File: src/bstk_pkg.sv
// ----------------------------------------------------------------------------
// bstk_pkg
// Shared types and constants for the bounded stack with position access:
// command and status codes, controller states and the control bundle.
// ----------------------------------------------------------------------------
`default_nettype none

package bstk_pkg;

    // field widths of the stream words
    localparam int COMMAND_W   = 3;
    localparam int WORD_W      = 32;
    localparam int POS_W       = 4;
    localparam int STATUS_W    = 2;
    localparam int FILL_W      = 4;
    localparam int IN_TDATA_W  = 40;
    localparam int OUT_TDATA_W = 40;

    typedef enum logic [COMMAND_W-1:0] {
        CMD_PUSH   = 3'd0,
        CMD_POP    = 3'd1,
        CMD_PEEK   = 3'd2,
        CMD_CHANGE = 3'd3,
        CMD_CLEAR  = 3'd4
    } cmd_t;

    typedef enum logic [STATUS_W-1:0] {
        ST_OK     = 2'd0,
        ST_FULL   = 2'd1,
        ST_EMPTY  = 2'd2,
        ST_BADPOS = 2'd3
    } status_t;

    typedef enum logic [1:0] {
        S_IDLE,
        S_EXEC,
        S_RESP
    } state_t;

    // controller to datapath commands
    typedef struct packed {
        logic capture;   // latch the input word
        logic execute;   // apply the command to the stack
    } ctrl_cmd_t;

endpackage

`default_nettype wire

File: src/bstk_ctrl.sv
// ----------------------------------------------------------------------------
// bstk_ctrl
// Sequencer for the stack: takes a word, runs the execute step, then holds
// the result until the output side takes it.
// ----------------------------------------------------------------------------
`default_nettype none

module bstk_ctrl
(
    input  wire logic               clk,
    input  wire logic               rst_n,
    input  wire logic               s_tvalid,
    output logic                    s_tready,
    output logic                    m_tvalid,
    input  wire logic               m_tready,
    output bstk_pkg::ctrl_cmd_t     ctrl
);
    import bstk_pkg::*;

    state_t state_reg;
    state_t state_next;

    // state register
    always_ff @(posedge clk or negedge rst_n)
    begin
        if (!rst_n)
        begin
            state_reg <= S_IDLE;
        end
        else
        begin
            state_reg <= state_next;
        end
    end

    // next state
    always_comb
    begin
        state_next = state_reg;
        unique case (state_reg)
            S_IDLE:
            begin
                if (s_tvalid)
                begin
                    state_next = S_EXEC;
                end
            end
            S_EXEC:
            begin
                state_next = S_RESP;
            end
            S_RESP:
            begin
                if (m_tready)
                begin
                    state_next = s_tvalid ? S_EXEC : S_IDLE;
                end
            end
            default:
            begin
                state_next = S_IDLE;
            end
        endcase
    end

    // outputs
    always_comb
    begin
        s_tready     = 1'b0;
        m_tvalid     = 1'b0;
        ctrl.execute = 1'b0;
        unique case (state_reg)
            S_IDLE:
            begin
                s_tready = 1'b1;
            end
            S_EXEC:
            begin
                ctrl.execute = 1'b1;
            end
            S_RESP:
            begin
                m_tvalid = 1'b1;
                s_tready = m_tready;
            end
            default:
            begin
                s_tready = 1'b0;
            end
        endcase
        ctrl.capture = s_tvalid & s_tready;
    end

endmodule

`default_nettype wire

File: src/bstk_datapath.sv
// ----------------------------------------------------------------------------
// bstk_datapath
// Entry memory, top pointer and result registers. The execute step updates
// the pointer, writes the memory and issues a registered read for peek.
// ----------------------------------------------------------------------------
`default_nettype none

module bstk_datapath
#(
    parameter int DEPTH      = 8,
    parameter int DATA_WIDTH = 32
)
(
    input  wire logic                              clk,
    input  wire logic                              rst_n,
    input  wire bstk_pkg::ctrl_cmd_t               ctrl,
    input  wire logic [bstk_pkg::IN_TDATA_W-1:0]   s_tdata,
    input  wire logic [bstk_pkg::COMMAND_W-1:0]    s_tuser,
    output logic      [bstk_pkg::OUT_TDATA_W-1:0]  m_tdata
);
    import bstk_pkg::*;

    localparam int AW = (DEPTH > 1) ? $clog2(DEPTH) : 1;
    localparam int TW = $clog2(DEPTH + 1);
    localparam int PW = (TW > POS_W) ? TW : POS_W;
    localparam int CW = (DATA_WIDTH < WORD_W) ? DATA_WIDTH : WORD_W;

    // captured input word
    logic [COMMAND_W-1:0]  cmd_reg;
    logic [WORD_W-1:0]     word_reg;
    logic [POS_W-1:0]      pos_reg;

    // stack state and results
    logic [DATA_WIDTH-1:0] mem [DEPTH];
    logic [TW-1:0]         top_reg;
    logic [TW-1:0]         top_next;
    logic [DATA_WIDTH-1:0] rd_reg;
    logic                  peek_ok_reg;
    logic                  peek_ok_next;
    status_t               status_reg;
    status_t               status_next;

    logic                  wr_en;
    logic [AW-1:0]         wr_addr;
    logic [PW-1:0]         top_ext;
    logic [PW-1:0]         pos_ext;
    logic [PW-1:0]         idx_full;
    logic [AW-1:0]         idx;
    logic                  is_empty;
    logic                  is_full;
    logic [DATA_WIDTH-1:0] wr_word;
    logic [WORD_W-1:0]     read_word;

    // input capture
    always_ff @(posedge clk)
    begin
        if (ctrl.capture)
        begin
            cmd_reg  <= s_tuser;
            word_reg <= s_tdata[WORD_W-1:0];
            pos_reg  <= s_tdata[WORD_W+POS_W-1:WORD_W];
        end
    end

    // position decode
    assign top_ext  = PW'(top_reg);
    assign pos_ext  = PW'(pos_reg);
    assign idx_full = top_ext - pos_ext;
    assign idx      = idx_full[AW-1:0];
    assign wr_word  = DATA_WIDTH'(word_reg[CW-1:0]);
    assign is_empty = (top_reg == '0);
    assign is_full  = (top_reg == TW'(DEPTH));

    // command decode
    always_comb
    begin
        top_next     = top_reg;
        status_next  = ST_OK;
        peek_ok_next = 1'b0;
        wr_en        = 1'b0;
        wr_addr      = idx;
        unique case (cmd_reg)
            CMD_PUSH:
            begin
                if (is_full)
                begin
                    status_next = ST_FULL;
                end
                else
                begin
                    wr_en    = 1'b1;
                    wr_addr  = top_reg[AW-1:0];
                    top_next = top_reg + TW'(1);
                end
            end
            CMD_POP:
            begin
                if (is_empty)
                begin
                    status_next = ST_EMPTY;
                end
                else
                begin
                    top_next = top_reg - TW'(1);
                end
            end
            CMD_PEEK, CMD_CHANGE:
            begin
                if (is_empty)
                begin
                    status_next = ST_EMPTY;
                end
                else if (pos_ext == '0 || pos_ext > top_ext)
                begin
                    status_next = ST_BADPOS;
                end
                else if (cmd_reg == CMD_PEEK)
                begin
                    peek_ok_next = 1'b1;
                end
                else
                begin
                    wr_en = 1'b1;
                end
            end
            CMD_CLEAR:
            begin
                top_next = '0;
            end
            default:
            begin
                status_next = ST_OK;
            end
        endcase
    end

    // top pointer
    always_ff @(posedge clk or negedge rst_n)
    begin
        if (!rst_n)
        begin
            top_reg <= '0;
        end
        else if (ctrl.execute)
        begin
            top_reg <= top_next;
        end
    end

    // entry memory, registered read
    always_ff @(posedge clk)
    begin
        if (ctrl.execute)
        begin
            if (wr_en)
            begin
                mem[wr_addr] <= wr_word;
            end
            rd_reg <= mem[idx];
        end
    end

    // result flags
    always_ff @(posedge clk)
    begin
        if (ctrl.execute)
        begin
            status_reg  <= status_next;
            peek_ok_reg <= peek_ok_next;
        end
    end

    // result word
    assign read_word = peek_ok_reg ? WORD_W'(rd_reg[CW-1:0]) : '0;
    assign m_tdata   = {is_empty, is_full, FILL_W'(top_reg), status_reg, read_word};

endmodule

`default_nettype wire

File: src/bounded_stack_with_position_access.sv
// Result: the result word is offered in the response state, after the
// execute state that follows acceptance of the input word.
// Flow: a new word is taken only when idle or in the response state while
// the output side takes the result; the execute step comes between words.
// Reset: top pointer cleared so the stack is empty; entries are not cleared
// and no clearing pass runs, the block takes words at once.
// ----------------------------------------------------------------------------
// bounded_stack_with_position_access
// Fixed-depth stack with push, pop, peek and change at a depth from the top,
// and clear. Every input word gives one result word.
// ----------------------------------------------------------------------------
`default_nettype none

module bounded_stack_with_position_access
#(
    parameter int DEPTH      = 8,
    parameter int DATA_WIDTH = 32
)
(
    input  wire logic                              clk,
    input  wire logic                              rst_n,
    input  wire logic                              s_tvalid,
    output logic                                   s_tready,
    // data_word [31:0], position [35:32], zero [39:36]
    input  wire logic [bstk_pkg::IN_TDATA_W-1:0]   s_tdata,
    // command [2:0]
    input  wire logic [bstk_pkg::COMMAND_W-1:0]    s_tuser,
    output logic                                   m_tvalid,
    input  wire logic                              m_tready,
    // read_word [31:0], status [33:32], fill_count [37:34],
    // is_full [38], is_empty [39]
    output logic      [bstk_pkg::OUT_TDATA_W-1:0]  m_tdata
);
    import bstk_pkg::*;

    ctrl_cmd_t ctrl;

    // sequencer
    bstk_ctrl u_ctrl
    (
        .clk      (clk),
        .rst_n    (rst_n),
        .s_tvalid (s_tvalid),
        .s_tready (s_tready),
        .m_tvalid (m_tvalid),
        .m_tready (m_tready),
        .ctrl     (ctrl)
    );

    // stack storage and result
    bstk_datapath
    #(
        .DEPTH      (DEPTH),
        .DATA_WIDTH (DATA_WIDTH)
    )
    u_datapath
    (
        .clk     (clk),
        .rst_n   (rst_n),
        .ctrl    (ctrl),
        .s_tdata (s_tdata),
        .s_tuser (s_tuser),
        .m_tdata (m_tdata)
    );

endmodule

`default_nettype wire
File: config.mk
export PLATFORM = sky130hd
export DESIGN_NAME = bounded_stack_with_position_access
export DESIGN_NICKNAME = d
export VERILOG_FILES = /design/src/bstk_pkg.sv /design/src/bstk_ctrl.sv /design/src/bstk_datapath.sv /design/src/bounded_stack_with_position_access.sv
export SDC_FILE = /design/constraint.sdc
export NUM_CORES = 1
export LEC_CHECK = 0
export BUFFER_PORTS_ARGS = -buffer_cell sky130_fd_sc_hd__buf_4
export CAP_MARGIN = 20
export CORE_UTILIZATION = 45
export CTS_CLUSTER_SIZE = 40
export DETAILED_ROUTE_END_ITERATION = 16
export GPL_TIMING_DRIVEN = 0
export PLACE_DENSITY = 0.66
export SETUP_SLACK_MARGIN = 0.15
export SYNTH_ARGS = -nofsm -noshare
export SYNTH_HDL_FRONTEND = slang
export SYNTH_SLANG_ARGS = --single-unit
export TNS_END_PERCENT = 50
File: constraint.sdc
create_clock -name clk -period 7 [get_ports clk]
set_clock_uncertainty 0.1 [all_clocks]
set_input_delay 1.05 -clock clk [delete_from_list [all_inputs] [get_ports clk]]
set_output_delay 1.05 -clock clk [all_outputs]
set_load 0.02 [all_outputs]
==> flow_results.xml <==
<?xml version="1.0" encoding="UTF-8"?>
<metrics>
  <group name="outcome">
    <metric name="status" unit="">finished clean</metric>
  </group>
  <group name="global_route">
    <metric name="grt_pass1_vias" unit="">6569</metric>
    <metric name="antenna_found_initial" unit="">0</metric>
    <metric name="grt_first_pass_wirelength" unit="mm">39.2</metric>
    <metric name="grt_start_max_net_pins" unit="">25</metric>
    <metric name="grt.total_usage" unit="">0.185</metric>
    <metric name="grt-ovfl-total" unit="">0</metric>
  </group>
  <group name="cells_and_area">
    <metric name="final_design_area_no_fill" unit="um^2">15400</metric>
    <metric name="layout_commonest_cell" unit="">sky130_fd_sc_hd__edfxtp_1</metric>
    <metric name="layout.nets" unit="">789</metric>
    <metric name="diodes" unit="">0</metric>
    <metric name="layout.cells.most_common_list" unit="">sky130_fd_sc_hd__edfxtp_1 (330), sky130_fd_sc_hd__buf_4 (90), sky130_fd_sc_hd__mux4_2 (64)</metric>
    <metric name="layout-drive-gt1-share" unit="">0.369</metric>
    <metric name="layout.cells.non_filler" unit="">1136</metric>
    <metric name="largest_reg_flops" unit="">256</metric>
    <metric name="synthToLayoutAreaGrowth" unit="%">19.1</metric>
  </group>
  <group name="setup_path">
    <metric name="cp_top_family" unit="">buffers and inverters</metric>
    <metric name="worstSetupStartpoint" unit="">u_datapath.top_ext[0]$_DFFE_PN0P_</metric>
    <metric name="critical_path.cell_chain" unit="">buf_6, inv_1, ha_1, inv_1, fa_1, xor2_1, buf_2, nand4_1, a21oi_4, buf_12</metric>
    <metric name="worst_r2r_startpoint" unit="">u_datapath.top_ext[0]$_DFFE_PN0P_</metric>
    <metric name="type_of_the_worst_setup_path" unit="">reg2reg</metric>
    <metric name="reg2reg_setup_slack" unit="ns">2.70</metric>
    <metric name="slowest_stage" unit="">sky130_fd_sc_hd__a21oi_4</metric>
    <metric name="cp.buffers_inverters" unit="">5</metric>
    <metric name="worst-path-max-fanout" unit="">20</metric>
    <metric name="critical_path.max_stage_delay" unit="ns">0.71</metric>
    <metric name="crit_path_start_kind" unit="">flop</metric>
    <metric name="setup.worst_path.end_class" unit="">flop</metric>
    <metric name="crit_required" unit="ns">7.11</metric>
    <metric name="worst_path_arrival" unit="ns">4.41</metric>
    <metric name="critPathMostFrequentCell" unit="">sky130_fd_sc_hd__inv_1</metric>
  </group>
  <group name="placed_design">
    <metric name="gp_congestion" unit="">0.805</metric>
    <metric name="placement.io_buffers" unit="">84</metric>
    <metric name="dp_slack" unit="ns">2.71</metric>
    <metric name="place_hpwl" unit="mm">16.1</metric>
    <metric name="numPlacedInstances" unit="">1073</metric>
    <metric name="placement.cell_area" unit="um^2">14400</metric>
  </group>
  <group name="clocking">
    <metric name="clk_transition_reported_paths" unit="ns">0.06</metric>
    <metric name="cts_inserted_buffers" unit="">36</metric>
    <metric name="cts.sinks" unit="">336</metric>
    <metric name="cts_tree" unit="">built</metric>
    <metric name="clk_path_buf_depth" unit="">3</metric>
    <metric name="htreeDepth" unit="">2</metric>
    <metric name="post-cts-setup-buffers" unit="">0</metric>
    <metric name="cts_hold_repair.buffers" unit="">0</metric>
    <metric name="clock_tree.root_cell" unit="">sky130_fd_sc_hd__clkbuf_16</metric>
    <metric name="postCtsResizedCells" unit="">0</metric>
    <metric name="worstSkewPairLatency" unit="ns">0.51</metric>
  </group>
  <group name="detailed_routing">
    <metric name="drt-wirelength-per-cell" unit="um">22.9</metric>
    <metric name="detailroute.via_count" unit="">6161</metric>
    <metric name="ant_nets" unit="">0</metric>
    <metric name="detailedRoute.firstPassIterationCount" unit="">4</metric>
    <metric name="post-route-drc-count" unit="">0</metric>
    <metric name="detail_route.vias_per_cell" unit="">5.42</metric>
    <metric name="postRouteWirelength" unit="mm">26.0</metric>
    <metric name="first_iter_violations" unit="">594</metric>
  </group>
  <group name="pwr">
    <metric name="internal-power" unit="mW">4.21</metric>
    <metric name="max-vdd-ir-drop" unit="uV">158</metric>
    <metric name="power.density" unit="nW/um^2">376</metric>
    <metric name="clock_power_share" unit="">0.296</metric>
    <metric name="fin_total_pwr" unit="mW">5.81</metric>
    <metric name="p_seq_frac" unit="">0.427</metric>
    <metric name="power.leakage" unit="nW">5.12</metric>
    <metric name="power.switching_fraction" unit="">0.276</metric>
    <metric name="pwr-share-comb" unit="">0.277</metric>
    <metric name="power.switching" unit="mW">1.60</metric>
  </group>
  <group name="floorplanning">
    <metric name="initial_utilization" unit="">0.462</metric>
    <metric name="die_w" unit="um">172</metric>
    <metric name="floorplan.die_area" unit="um^2">29500</metric>
    <metric name="boundaryPins" unit="">89</metric>
    <metric name="rows" unit="">61</metric>
    <metric name="coreArea" unit="um^2">28100</metric>
    <metric name="die_height" unit="um">172</metric>
  </group>
  <group name="yosys">
    <metric name="number_of_enable_type_register_cells_in_the_synthesized_netlist" unit="">330</metric>
    <metric name="ys_types" unit="">47</metric>
    <metric name="synth_sequential_area_ratio" unit="">0.776</metric>
    <metric name="postSynthAreaPerCell" unit="um^2">21.6</metric>
    <metric name="async_reset_ff_frac" unit="">0.0179</metric>
    <metric name="synth-main-ff-cell" unit="">sky130_fd_sc_hd__edfxtp_1</metric>
    <metric name="synthCells" unit="">601</metric>
    <metric name="synth.cell_area" unit="um^2">13000</metric>
    <metric name="yosys_warns" unit="">0</metric>
    <metric name="mappedNetlistNets" unit="">657</metric>
    <metric name="postSynthRegisterBits" unit="">336</metric>
  </group>
  <group name="run">
    <metric name="max-cap-violations" unit="">0</metric>
  </group>
  <group name="sta">
    <metric name="hold_violations" unit="">0</metric>
    <metric name="maxSlewViolCount" unit="">0</metric>
    <metric name="worst-slew-pin-transition" unit="ns">0.842</metric>
    <metric name="sum_neg_setup_slack" unit="ns">0</metric>
    <metric name="rsz0062_at_grt" unit="">false</metric>
    <metric name="period_share" unit="">0.615</metric>
    <metric name="worst_slew_margin_rel" unit="">0.439</metric>
    <metric name="setup_ws_post_layout" unit="ns">2.70</metric>
    <metric name="finalCriticalPeriod" unit="ns">4.30</metric>
    <metric name="fmax" unit="MHz">232</metric>
    <metric name="setup-violations-final" unit="">0</metric>
  </group>
  <group name="min_path">
    <metric name="worst_hold_path_type" unit="">in2async</metric>
  </group>
</metrics>
layer usage:
layer	track usage	part of all wire
met5	0	0
met2	0.321	0.52
met4	0.0573	0.021
met1	0.239	0.42
met3	0.0295	0.046
Yosys cell counts, drive strengths merged, types with 2 or more instances:
library cell	instances	area share
nand4	3	0.0014
nand2b	2	0.00096
mux2	32	0.028
nand2	6	0.0017
and4	3	0.0020
buf	21	0.011
edfxtp	330	0.76
nor3b	4	0.0023
nand3	4	0.0015
nor2	2	0.00058
dfrtp	6	0.012
and2	35	0.017
inv	9	0.0026
nor2b	5	0.0024
fa	2	0.0031
clkbuf	10	0.0029
and3	3	0.0016
mux4	64	0.11
ha	7	0.0068
nor3	2	0.0012
xor2	2	0.0014
a21oi	20	0.0077
a21o	2	0.0013
a221oi	2	0.0014
o21ai	9	0.0035
metrics by stage:
stage,hold slack [ns],util
finish,0.236,0.550
detailed placement,0.485,0.512
global route,0.227,0.550
floorplan,0.428,-
CTS,0.220,0.550
global placement,0.450,0.501
cell families (layout without fill, tap and decap cells):
logic type | Yosys count | after routing | synth area share
adder cells (fa/ha/maj) | 9 | 9 | 0.00984
AND/OR/NAND/NOR | 76 | 76 | 0.0372
flip-flops | 336 | 336 | 0.776
multiplexers | 96 | 96 | 0.139
buffers and inverters | 40 | 197 | 0.0167
XOR/XNOR | 2 | 2 | 0.00135
AO/OA/AOI/OAI | 42 | 42 | 0.0201
layout make-up:
| class | instances | area, um^2 |
|---|---|---|
| Buffer | 31 | 183 |
| Clock buffer | 41 | 920 |
| Clock inverter | 22 | 155 |
| Fill cell | 2190 | 12600 |
| Inverter | 9 | 33.8 |
| Multi-Input combinational cell | 225 | 2790 |
| Sequential cell | 336 | 10100 |
| Tap cell | 378 | 473 |
| Timing Repair Buffer | 94 | 831 |
power groups by stage:
stage / sequential, mW / combinational (mW) / clock (mW)
6_report: 2.48 / 1.61 / 1.72
3_3_place_gp: 2.52 / 1.59 / 0
4_1_cts: 2.48 / 1.65 / 1.76
3_5_place_dp: 2.52 / 1.63 / 0
5_1_grt: 2.49 / 1.74 / 1.83
2_1_floorplan: 2.51 / 1.16 / 0
worst paths after layout:
check | end | cells past startpoint
setup / recovery | u_datapath.mem[4][7]$_DFFE_PP_ | 10
hold / removal | u_ctrl.state_reg[0]$_DFFE_PN0P_ | 1
setup reg to reg | u_datapath.mem[4][7]$_DFFE_PP_ | 10
hold reg to reg | u_datapath.mem[2][24]$_DFFE_PP_ | 0
max in group asynchronous | u_datapath.top_ext[1]$_DFFE_PN0P_ | 1
min in group clk | u_datapath.mem[2][24]$_DFFE_PP_ | 0
Note: power is estimated with default switching activity, not from simulation.
